$ cat config.mk
export PLATFORM = sky130hd
export DESIGN_NAME = circular_queue_flat
export DESIGN_NICKNAME = d
export VERILOG_FILES = /design/src/sv/cq_pkg.sv /design/src/sv/cq_cmd_if.sv /design/src/sv/cq_rsp_if.sv /design/src/sv/cq_ram.sv /design/src/sv/circular_queue.sv /design/src/flat_wrapper.sv
export SDC_FILE = /design/constraint.sdc
export NUM_CORES = 1
export LEC_CHECK = 0
export BUFFER_PORTS_ARGS = -buffer_cell sky130_fd_sc_hd__buf_2
export CAP_MARGIN = 0
export CORE_UTILIZATION = 48
export CTS_CLUSTER_SIZE = 14
export DETAILED_ROUTE_END_ITERATION = 10
export GPL_TIMING_DRIVEN = 0
export PLACE_DENSITY = 0.75
export SLEW_MARGIN = 15
export SYNTH_ARGS = -nofsm -noshare
export SYNTH_HDL_FRONTEND = slang
export SYNTH_HIERARCHICAL = 1
export SYNTH_SLANG_ARGS = --single-unit
$ cat constraint.sdc
create_clock -name clk -period 3.8 [get_ports clk]
set_clock_uncertainty 0.05 [all_clocks]
set_input_delay 0.57 -clock clk [delete_from_list [all_inputs] [get_ports clk]]
set_output_delay 0.57 -clock clk [all_outputs]
set_load 0.01 [all_outputs]
$ cat src/sv/cq_pkg.sv
// ----------------------------------------------------------------------------
// cq_pkg
// Shared constants and codes for the circular queue: field widths, the
// default depth, operation and status codes and the controller states.
// ----------------------------------------------------------------------------
package cq_pkg;

    localparam int DEPTH_DEFAULT = 8;
    localparam int OPCODE_W      = 2;
    localparam int DATA_W        = 32;
    localparam int STATUS_W      = 2;
    localparam int OCC_W         = 4;

    typedef enum logic [OPCODE_W-1:0] {
        OP_INSERT  = 2'd0,
        OP_DELETE  = 2'd1,
        OP_DISPLAY = 2'd2
    } opcode_t;

    typedef enum logic [STATUS_W-1:0] {
        ST_OK        = 2'd0,
        ST_OVERFLOW  = 2'd1,
        ST_UNDERFLOW = 2'd2,
        ST_EMPTY     = 2'd3
    } status_t;

    typedef enum logic [1:0] {
        S_IDLE,
        S_READ,
        S_HOLD
    } state_t;

endpackage

$ cat src/sv/cq_cmd_if.sv
// ----------------------------------------------------------------------------
// cq_cmd_if
// Command channel of the circular queue: an operation code and a word.
// ----------------------------------------------------------------------------
interface cq_cmd_if;

    logic                                valid;
    logic                                ready;
    logic [cq_pkg::OPCODE_W-1:0]         opcode;
    logic signed [cq_pkg::DATA_W-1:0]    value;

    modport source (output valid, output opcode, output value, input ready);
    modport sink   (input valid, input opcode, input value, output ready);

endinterface

$ cat src/sv/cq_rsp_if.sv
// ----------------------------------------------------------------------------
// cq_rsp_if
// Result channel of the circular queue: a word, a status code, an end
// marker and the occupancy after the operation.
// ----------------------------------------------------------------------------
interface cq_rsp_if;

    logic                                valid;
    logic                                ready;
    logic signed [cq_pkg::DATA_W-1:0]    data;
    logic [cq_pkg::STATUS_W-1:0]         status;
    logic                                last;
    logic [cq_pkg::OCC_W-1:0]            occupancy;

    modport source (output valid, output data, output status, output last,
                    output occupancy, input ready);
    modport sink   (input valid, input data, input status, input last,
                    input occupancy, output ready);

endinterface

$ cat src/sv/cq_ram.sv
// ----------------------------------------------------------------------------
// cq_ram
// Generic single-port-write, single-port-read RAM with a registered read.
// The read data holds its value until the next read.
// ----------------------------------------------------------------------------
module cq_ram #(
    parameter int WIDTH  = cq_pkg::DATA_W,
    parameter int DEPTH  = cq_pkg::DEPTH_DEFAULT,
    parameter int ADDR_W = $clog2(DEPTH)
) (
    input  logic              clk,
    input  logic              wr_en,
    input  logic [ADDR_W-1:0] wr_addr,
    input  logic [WIDTH-1:0]  wr_data,
    input  logic              rd_en,
    input  logic [ADDR_W-1:0] rd_addr,
    output logic [WIDTH-1:0]  rd_data
);

    logic [WIDTH-1:0] mem_reg [DEPTH];
    logic [WIDTH-1:0] rd_data_reg;

    always_ff @(posedge clk)
    begin
        if (wr_en)
        begin
            mem_reg[wr_addr] <= wr_data;
        end
        if (rd_en)
        begin
            rd_data_reg <= mem_reg[rd_addr];
        end
    end

    assign rd_data = rd_data_reg;

endmodule

$ cat src/sv/circular_queue.sv
// ----------------------------------------------------------------------------
// circular_queue
// Ring queue of signed 32-bit words kept in a synchronous RAM. Insert stores
// at the tail, delete returns the head, display streams every stored word
// from head to tail.
// ----------------------------------------------------------------------------
//
//  Channel  Dir  Word contents                        Handshake
//  -------  ---  -----------------------------------  ---------------
//  cmd      in   opcode, value                         valid / ready
//  rsp      out  data, status, last, occupancy         valid / ready
//
// An insert, and any operation that fails (overflow, underflow, display of
// an empty queue), may be followed at once by the next command. A delete or
// a display reads the entry RAM, which has a registered read and a single
// read port, and emits its words from the read state.
// Reset clears the indices, the count and the output valid flag; the RAM
// contents are not cleared and no clearing pass is run.
// A stalled result channel holds the result in the output register; the
// next command is still taken while the previous result waits, and for an
// insert or a failing operation the controller parks in a hold state
// with the new status until the output register frees up.
//
module circular_queue #(
    parameter int DEPTH = cq_pkg::DEPTH_DEFAULT
) (
    input  logic     clk,
    input  logic     rst_n,
    cq_cmd_if.sink   cmd,
    cq_rsp_if.source rsp
);

    localparam int IW = $clog2(DEPTH);
    localparam int CW = $clog2(DEPTH + 1);

    // Controller state and queue bookkeeping.
    cq_pkg::state_t  state_reg, state_next;
    logic [IW-1:0]   head_reg, head_next;
    logic [IW-1:0]   tail_reg, tail_next;
    logic [CW-1:0]   count_reg, count_next;
    // Next RAM address and number of words still to emit while streaming.
    logic [IW-1:0]   ptr_reg, ptr_next;
    logic [CW-1:0]   left_reg, left_next;
    // Status of an immediate result that could not enter the output register.
    cq_pkg::status_t hold_status_reg, hold_status_next;

    // Output register.
    logic                          ov_reg, ov_next;
    logic signed [cq_pkg::DATA_W-1:0] od_reg, od_next;
    cq_pkg::status_t               os_reg, os_next;
    logic                          ol_reg, ol_next;
    logic [cq_pkg::OCC_W-1:0]      oo_reg, oo_next;

    // RAM port signals.
    logic                          wr_en;
    logic                          rd_en;
    logic [IW-1:0]                 rd_addr;
    logic [cq_pkg::DATA_W-1:0]     rd_data;

    logic            accept;
    logic            slot_free;
    logic            full;
    logic            empty;
    cq_pkg::status_t imm_status;
    logic            imm_result;

    function automatic logic [IW-1:0] wrap_inc(input logic [IW-1:0] idx);
        logic [IW-1:0] res;
        if (idx == IW'(DEPTH - 1))
        begin
            res = '0;
        end
        else
        begin
            res = idx + 1'b1;
        end
        return res;
    endfunction

    cq_ram #(
        .WIDTH (cq_pkg::DATA_W),
        .DEPTH (DEPTH)
    ) u_ram (
        .clk     (clk),
        .wr_en   (wr_en),
        .wr_addr (tail_reg),
        .wr_data (cmd.value),
        .rd_en   (rd_en),
        .rd_addr (rd_addr),
        .rd_data (rd_data)
    );

    assign cmd.ready = (state_reg == cq_pkg::S_IDLE);
    assign accept    = cmd.valid && cmd.ready;
    // The output register can take a word if it is empty or is being taken.
    assign slot_free = !ov_reg || rsp.ready;
    assign full      = (count_reg == CW'(DEPTH));
    assign empty     = (count_reg == '0);

    assign rsp.valid     = ov_reg;
    assign rsp.data      = od_reg;
    assign rsp.status    = os_reg;
    assign rsp.last      = ol_reg;
    assign rsp.occupancy = oo_reg;

    always_ff @(posedge clk or negedge rst_n)
    begin
        if (!rst_n)
        begin
            state_reg       <= cq_pkg::S_IDLE;
            head_reg        <= '0;
            tail_reg        <= '0;
            count_reg       <= '0;
            ptr_reg         <= '0;
            left_reg        <= '0;
            hold_status_reg <= cq_pkg::ST_OK;
            ov_reg          <= 1'b0;
        end
        else
        begin
            state_reg       <= state_next;
            head_reg        <= head_next;
            tail_reg        <= tail_next;
            count_reg       <= count_next;
            ptr_reg         <= ptr_next;
            left_reg        <= left_next;
            hold_status_reg <= hold_status_next;
            ov_reg          <= ov_next;
        end
    end

    always_ff @(posedge clk)
    begin
        od_reg <= od_next;
        os_reg <= os_next;
        ol_reg <= ol_next;
        oo_reg <= oo_next;
    end

    always_comb
    begin
        state_next       = state_reg;
        head_next        = head_reg;
        tail_next        = tail_reg;
        count_next       = count_reg;
        ptr_next         = ptr_reg;
        left_next        = left_reg;
        hold_status_next = hold_status_reg;
        ov_next          = rsp.ready ? 1'b0 : ov_reg;
        od_next          = od_reg;
        os_next          = os_reg;
        ol_next          = ol_reg;
        oo_next          = oo_reg;
        wr_en            = 1'b0;
        rd_en            = 1'b0;
        rd_addr          = head_reg;
        imm_status       = cq_pkg::ST_OK;
        imm_result       = 1'b0;

        unique case (state_reg)
            cq_pkg::S_IDLE:
            begin
                if (accept)
                begin
                    unique case (cq_pkg::opcode_t'(cmd.opcode))
                        cq_pkg::OP_INSERT:
                        begin
                            imm_result = 1'b1;
                            if (full)
                            begin
                                imm_status = cq_pkg::ST_OVERFLOW;
                            end
                            else
                            begin
                                wr_en      = 1'b1;
                                tail_next  = wrap_inc(tail_reg);
                                count_next = CW'(count_reg + 1'b1);
                            end
                        end
                        cq_pkg::OP_DELETE:
                        begin
                            if (empty)
                            begin
                                imm_result = 1'b1;
                                imm_status = cq_pkg::ST_UNDERFLOW;
                            end
                            else
                            begin
                                rd_en      = 1'b1;
                                head_next  = wrap_inc(head_reg);
                                count_next = CW'(count_reg - 1'b1);
                                left_next  = CW'(1);
                                state_next = cq_pkg::S_READ;
                            end
                        end
                        cq_pkg::OP_DISPLAY:
                        begin
                            if (empty)
                            begin
                                imm_result = 1'b1;
                                imm_status = cq_pkg::ST_EMPTY;
                            end
                            else
                            begin
                                rd_en      = 1'b1;
                                ptr_next   = wrap_inc(head_reg);
                                left_next  = count_reg;
                                state_next = cq_pkg::S_READ;
                            end
                        end
                        default:
                        begin
                            // Unused code: no result and no change.
                        end
                    endcase

                    if (imm_result)
                    begin
                        if (slot_free)
                        begin
                            ov_next = 1'b1;
                            od_next = '0;
                            os_next = imm_status;
                            ol_next = 1'b1;
                            oo_next = cq_pkg::OCC_W'(count_next);
                        end
                        else
                        begin
                            hold_status_next = imm_status;
                            state_next       = cq_pkg::S_HOLD;
                        end
                    end
                end
            end

            cq_pkg::S_READ:
            begin
                // The RAM read data holds until the next read, so a stall
                // simply waits here.
                if (slot_free)
                begin
                    ov_next = 1'b1;
                    od_next = rd_data;
                    os_next = cq_pkg::ST_OK;
                    ol_next = (left_reg == CW'(1));
                    oo_next = cq_pkg::OCC_W'(count_reg);
                    if (left_reg == CW'(1))
                    begin
                        state_next = cq_pkg::S_IDLE;
                    end
                    else
                    begin
                        rd_en     = 1'b1;
                        rd_addr   = ptr_reg;
                        ptr_next  = wrap_inc(ptr_reg);
                        left_next = CW'(left_reg - 1'b1);
                    end
                end
            end

            cq_pkg::S_HOLD:
            begin
                if (slot_free)
                begin
                    ov_next    = 1'b1;
                    od_next    = '0;
                    os_next    = hold_status_reg;
                    ol_next    = 1'b1;
                    oo_next    = cq_pkg::OCC_W'(count_reg);
                    state_next = cq_pkg::S_IDLE;
                end
            end

            default:
            begin
                state_next = cq_pkg::S_IDLE;
            end
        endcase
    end

`ifndef ASSERT_OFF
    // The count never runs past the depth.
    a_count_bound: assert property (@(posedge clk) disable iff (!rst_n)
        count_reg <= CW'(DEPTH))
        else $error("queue count exceeds depth");

    // An empty or a full queue has its indices on the same entry.
    a_ring_align: assert property (@(posedge clk) disable iff (!rst_n)
        (count_reg == '0 || count_reg == CW'(DEPTH)) |-> (tail_reg == head_reg))
        else $error("head and tail disagree with the count");

    // While reading, at least one word is still owed.
    a_left_nonzero: assert property (@(posedge clk) disable iff (!rst_n)
        (state_reg == cq_pkg::S_READ) |-> (left_reg != '0))
        else $error("read state with no words left");

    // Streaming leaves the queue bookkeeping untouched.
    a_read_stable: assert property (@(posedge clk) disable iff (!rst_n)
        (state_reg == cq_pkg::S_READ) |=> ($stable(count_reg) && $stable(tail_reg)))
        else $error("queue state changed during a read");
`endif

endmodule
$ cat src/flat_wrapper.sv
// flat-port wrapper written by rule: the top's interface ports become plain ports
module circular_queue_flat 
#(
    parameter int DEPTH = cq_pkg::DEPTH_DEFAULT
)
  (clk, rst_n, cmd_valid, cmd_opcode, cmd_value, cmd_ready, rsp_valid, rsp_data, rsp_status, rsp_last, rsp_occupancy, rsp_ready);
  cq_cmd_if cmd_i ();
  cq_rsp_if rsp_i ();
  input  logic clk;
  input  logic rst_n;
  input wire logic [$bits(cmd_i.valid)-1:0] cmd_valid;
  input wire logic [$bits(cmd_i.opcode)-1:0] cmd_opcode;
  input wire logic [$bits(cmd_i.value)-1:0] cmd_value;
  output wire logic [$bits(cmd_i.ready)-1:0] cmd_ready;
  output wire logic [$bits(rsp_i.valid)-1:0] rsp_valid;
  output wire logic [$bits(rsp_i.data)-1:0] rsp_data;
  output wire logic [$bits(rsp_i.status)-1:0] rsp_status;
  output wire logic [$bits(rsp_i.last)-1:0] rsp_last;
  output wire logic [$bits(rsp_i.occupancy)-1:0] rsp_occupancy;
  input wire logic [$bits(rsp_i.ready)-1:0] rsp_ready;
  assign cmd_i.valid = cmd_valid;
  assign cmd_i.opcode = cmd_opcode;
  assign cmd_i.value = cmd_value;
  assign cmd_ready = cmd_i.ready;
  assign rsp_valid = rsp_i.valid;
  assign rsp_data = rsp_i.data;
  assign rsp_status = rsp_i.status;
  assign rsp_last = rsp_i.last;
  assign rsp_occupancy = rsp_i.occupancy;
  assign rsp_i.ready = rsp_ready;
  circular_queue #(.DEPTH(DEPTH)) u_core (.clk(clk), .rst_n(rst_n), .cmd(cmd_i), .rsp(rsp_i));
endmodule
**Yosys cells after proc, flatten, opt, wreduce, memory -nomap -nowiden**

Memories as Yosys holds them, arrays and structs flattened. A register that Yosys moved wholly into a read port is not among the register bits.
Index checks and enable logic that the tools add are counted.

- Flip-flop bits (word level): 61
- RAM bits: 256
- Input bits: 38
- Output and inout port bits: 41
- Word-level logic and storage cells: 141
- Memories: 1

Memories:

| memory | depth | bits a word | rd ports | clocked after Yosys merged registers in | write ports | line | source |
|---|---|---|---|---|---|---|---|
| u_core.u_ram.mem_reg | 8 | 32 | 1 | 1 | 1 | cq_ram.sv:20 | `logic [WIDTH-1:0] mem_reg [DEPTH];` |

- $add $sub $neg: 6
- Equality and inequality tests: 22
- Multiplexer cells: 76
- Bitwise gates (word level): 3
- Reduce and logical (&&, ||, !) cells: 21

Operator list:

| kind | count |
|---|---|
| 32-bit two-way mux | 4 |
| 32-bit case mux with 3 select lines | 1 |
| 4-bit two-way mux | 11 |
| 3-bit two-way mux | 11 |
| 4-bit case mux with 2 select lines | 4 |
| 2-bit two-way mux | 14 |
| 1-bit two-way mux | 23 |
| 4-bit AND reduction | 5 |
| 2-bit case mux with 3 select lines | 3 |
| 2-bit inequality test (second input constant) | 6 |
| 6-bit AND reduction | 2 |
| 3-bit by 1-bit adder with 3-bit output (second input constant) | 3 |
| 3-bit == test (second input constant) | 3 |
| 3-bit inequality test (second input constant) | 3 |
| 2-bit by 1-bit inequality test with 1-bit output (second input constant) | 4 |
| 4-bit by 1-bit subtractor with 4-bit output (second input constant) | 2 |
| 7-bit AND reduction | 1 |
| 1-bit case mux with 2 select lines | 3 |
| 3-bit case mux with 2 select lines | 1 |
| 5-bit AND reduction | 1 |
| 4-bit by 1-bit adder with 4-bit output (second input constant) | 1 |
| 2-bit by 1-bit == test with 1-bit output (second input constant) | 2 |
| 2-bit == test (second input constant) | 2 |
| 4-bit by 1-bit == test with 1-bit output (second input constant) | 1 |
| other kinds (12) | 17 |

**Longest topological paths before layout**

- Depth in word-level cells: 8
- Gate-level depth with buffers: 10
- Depth with buffers taken out: 8

**Cells and area by module**

Netlist, hierarchy kept.

Modules (own cells, without submodules):

| module | times used | cells an instance | area an instance (um^2) | seq. area each (um^2) |
|---|---|---|---|---|
| cq_ram | 1 | 415 | 10786.6 | 8648.3 |
| circular_queue | 1 | 286 | 3205.6 | 1721.7 |

**Worst setup path before layout**

Ideal clock, no wire load.

- Path kind: input port to flip-flop
- Start: in cmd_opcode[0]
- End: reg u_core.od_reg, in the netlist u_core/rsp.data[0] (enable)
- Setup time: 0.461 ns
- Data arrival time: 3.659 ns
- Required time: 3.289 ns
- Slack: -0.370 ns
- Stages on the path: 6
- Path through: inv_1 -> ha_1 -> and4bb_2 -> o21ai_0 -> and2_1 -> nor3_1

- Word-level cells in the longest chain between the ends: 7
- Elaborated cells between the ends (all ways): 9
- Classes of those cells: eq/ne: 3; mux: 3; reduce/logical: 3

RTL lines:

| element | line | source |
|---|---|---|
| from (decl) | flat_wrapper.sv:12 | `input wire logic [$bits(cmd_i.opcode)-1:0] cmd_opcode;` |
| 2-bit by 1-bit == test with 1-bit output or 2-bit == test (tied branches) | circular_queue.sv:165 | `unique case (cq_pkg::opcode_t'(cmd.opcode))` |
| 2-bit OR reduction (no line) | - |  |
| 1-bit case mux with 2 select lines (*) | circular_queue.sv:165 |  |
| 1-bit two-way mux (*) | circular_queue.sv:163 | `if (accept)` |
| 1-bit two-way mux (*) | circular_queue.sv:160 | `unique case (state_reg)` |
| 2-bit inequality test (no line) (*) | - |  |
| 4-bit AND reduction (no line) (*) | - |  |
| to (signal assigned) | circular_queue.sv:134 | `od_reg <= od_next;` |
| to (decl) | circular_queue.sv:49 | `logic signed [cq_pkg::DATA_W-1:0] od_reg, od_next;` |

Every way passes the cells marked *; elsewhere a longest branch is shown, timed or not. The select of a mux whose other input is x is not followed.
A chain may end at the register's enable or synchronous reset.

**Final worst setup path**

- Start: reg u_core.state_reg[1]
- End: reg u_core.u_ram.rd_data_reg[10], in the netlist u_core/u_ram/rd_data[10], read port of u_core.u_ram.mem_reg (data pin)

- Elaborated cells between the ends (all ways): 6
- Classes of those cells: eq/ne: 1; mux: 3; reduce/logical: 2

RTL lines:

| element | line | source |
|---|---|---|
| from (decl) | circular_queue.sv:37 | `cq_pkg::state_t state_reg, state_next;` |
| from (signal assigned) | circular_queue.sv:110 | `state_reg <= cq_pkg::S_IDLE;` |
| from (signal assigned) | circular_queue.sv:121 | `state_reg <= state_next;` |
| 2-bit by 1-bit == test with 1-bit output | circular_queue.sv:160 |  |
| 3-bit two-way mux | circular_queue.sv:160 |  |
| net u_core.rd_addr[1] | circular_queue.sv:57 | `logic [IW-1:0] rd_addr;` |
| to (decl) | cq_ram.sv:21 | `logic [WIDTH-1:0] rd_data_reg;` |

The timed path passes the listed nets, and every way through them passes these cells.

==> metrics <==
outcome completed; DRT Pass-1 Iters 4; Critical Path End Type register; Die ar. slightly below 30,000 µm²; CP peak stage delay between 0.6 and 0.7 ns; DR iter-0 viols between 600 and 700; final hold vios 0; number of flops mapped to enable cells by yosys between 300 and 400; total CTS buffers 37; CP Buf/Inv Count 4; effective utilization at floorplan between 40% and 50%; ys async rst share around 6.3%; max_cap viols 0; placed cells between 1k and 1.5k; Resized cells post-CTS 0; gp weighted congestion slightly below 0.9; CTS Hold Buffers Added 0; Leak around 5.7 nW; H-tree lvl count 2; mapped cell area between 10,000 and 15,000 µm²; clock-pin slew on the worst setup and hold paths approximately 0.060 ns; Via-to-Cell Ratio between 5 and 6; post-CTS setup buffers 0; Skew-Pair Late Insertion Delay roughly 0.51 ns; crit path cell chain inv_1 -> ha_1 -> inv_1 -> nor2_1 -> nand2_1 -> mux2_2 -> buf_1 -> clkbuf_1 -> mux2_2; Yosys cell types 49; Arr. time, crit path ~3.6 ns; cells after synthesis 701; num rows 62; WL per Instance about 21 µm; Mean Syn Cell Area roughly 20 µm²; R2R Setup Slk between 0.3 and 0.4 ns; Final TNS setup 0 ns; slew of the pin with the lowest slew margin 0.874 ns; largest net degree at the start of global routing 23; GRT overflow 0; final worst slack around 0.40 ns; Placeable Area 28,700 µm²; Slew Limit Fails 0; hold_ws between 0.006 and 0.007 ns; Area Growth Syn to Fin 17.5%; Yosys warnings 6; worst slack at placement 0.288 ns; Die Y between 150 and 200 µm; CTS tree done; Post-DP Area roughly 15,000 µm²; PD cells 806 nW/µm²; DRC viols 0; Total Routed Length ~27,000 µm; Sink Count 349; CP delay by family, top buffers and inverters; count of input and output buffers between 70 and 80; VDD IR-drop max 379 µV; Slew HR between 40% and 50%; clock root buffer clkbuf_16; Tmin final between 3 and 4 ns; Total GRT Usage around 18%; post-route ant nets 0; CP max-delay cell clkbuf_1; Die Wd between 150 and 200 µm; Fmax 294 MHz; worst-path fanout max 10; initial antenna violation count 1; Final Non-Filler Cells ~1.2k; post-route cell area about 16,000 µm²; multi-input logic area 3470 µm²; register bit total from synthesis about 350; Synth Net Count about 760; FILL cells about 2.1k; Worst setup SP type register; Synth Area in Compound Gates around 2.8%; Largest register FFs roughly 260; largest family of logic cells by synthesized area multiplexers; Most used DFF post-synth edfxtp_1; Final period util 89.6%; DPL Wire Length 16,800 µm; XOR/XNOR Fraction of Synth Area less than 1%; final setup vio count 0; sequential area share after synthesis around three quarters; post-synthesis simple-gate area fraction approximately 4.5%; Post-Synth Adder-Cell Area under 10%; mux share of post-synthesis cell area approximately 15%; nets 887; RSZ-0062 raised after global routing no; IO Pins a little under 80; global-route wire length before repair approximately 41,000 µm; CTS Buffer Depth 3; critical path type reg2reg; Reg area between 10,000 and 15,000 µm²; layout cell share with drive strength beyond 1 around 28%; via total after detailed routing between 6k and 7k; Hold Crit Class in2async; Worst Path Required about 4.0 ns; vias in the first global route around 7.2k
## worst paths after layout
check,endpoint,cells past startpoint,startpoint
setup / recovery,u_core/u_ram/rd_data[10],9,u_core/state_reg[1]
hold / removal,u_core/count_reg[3],1,rst_n
setup reg to reg,u_core/u_ram/rd_data[10],9,u_core/state_reg[1]
hold reg to reg,u_core/hold_status_reg[1],1,u_core/hold_status_reg[1]
max in group asynchronous,u_core/ptr_reg[2],1,rst_n
min in group clk,u_core/u_ram/mem_reg[3][5],1,cmd_value[5]
## power breakdown
part | switching [W] | internal [W] | leakage, nW
Sequential | 0.000225 | 0.00509 | 3.26
Combinational | 0.00224 | 0.00210 | 1.83
Clock | 0.00140 | 0.00220 | 0.600
Total | 0.00387 | 0.00939 | 5.69
## synthesized netlist by cell type, drive strengths merged (2+ instances only)
| master | number | area share, % |
|---|---|---|
| ha | 18 | 1.6 |
| inv | 13 | 0.35 |
| nor2 | 25 | 0.67 |
| and2 | 33 | 1.5 |
| a211oi | 3 | 0.16 |
| buf | 17 | 0.89 |
| o21a | 2 | 0.11 |
| o41ai | 2 | 0.13 |
| o31ai | 3 | 0.16 |
| a21oi | 12 | 0.43 |
| o21ai | 16 | 0.57 |
| nand3 | 8 | 0.29 |
| mux2i | 3 | 0.21 |
| o22a | 2 | 0.13 |
| o31a | 2 | 0.13 |
| o22ai | 2 | 0.089 |
| nor3 | 11 | 0.39 |
| edfxtp | 327 | 70 |
| clkbuf | 15 | 0.40 |
| nor2b | 4 | 0.18 |
| a21o | 2 | 0.11 |
| mux4 | 64 | 11 |
| nand2 | 16 | 0.43 |
| dfrtp | 22 | 3.9 |
| a2bb2oi | 2 | 0.13 |
| nand2b | 7 | 0.31 |
| nand3b | 2 | 0.11 |
| a31oi | 3 | 0.13 |
| nor3b | 3 | 0.20 |
| o2bb2ai | 3 | 0.19 |
| mux2 | 46 | 3.7 |
## kinds of logic (layout without fill, tap and decap cells)
family                   Yosys count  in the layout
AO/OA/AOI/OAI                     60             60
other                              0              1
buffers and inverters             45            201
flip-flops                       349            349
adder cells (fa/ha/maj)           18             18
multiplexers                     113            113
XOR/XNOR                           1              1
AND/OR/NAND/NOR                  115            115
## final cells by class
| cell class | instances | share of cell area (%) |
|---|---|---|
| Timing Repair Buffer | 92 | 4.03 |
| Inverter | 13 | 0.297 |
| Clock buffer | 46 | 6.03 |
| Antenna cell | 1 | 0.0152 |
| Tap cell | 384 | 2.92 |
| Multi-Input combinational cell | 307 | 21.1 |
| Clock inverter | 19 | 1.45 |
| Buffer | 31 | 1.07 |
| Sequential cell | 349 | 63.1 |
## cell usage in the layout (no fill, tap or decap), drive strengths merged, types with 3 or more instances in the layout
master   instances
edfxtp         327
buf            109
mux4            64
clkbuf          60
mux2            46
and2            33
nor2            25
dfrtp           22
ha              18
nand2           16
o21ai           16
inv             13
clkinv          13
a21oi           12
nor3            11
nand3            8
nand2b           7
bufinv           5
nor2b            4
mux2i            3
a211oi           3
o31ai            3
o2bb2ai          3
a31oi            3
nor3b            3
## through the flow
step	utilization, %	power, W
after global routing	57.3	0.0139
final	57.3	0.0133
after detailed placement	53.0	0.00979
after global placement	51.8	0.00959
after CTS	57.3	0.0134
after floorplan	-	0.00845
## metal layers
layer / GRT usage (%) / up-vias / wire length, µm / share of wire [%]
li1: - / 3122 / - / -
met1: 24.3 / 3575 / 11200 / 42
met2: 31.5 / 187 / 13600 / 51
met3: 3.23 / 31 / 1350 / 5.1
met4: 4.50 / 0 / 428 / 1.6
met5: 0 / - / 0 / 0
Power figures use the tool's default switching activity.
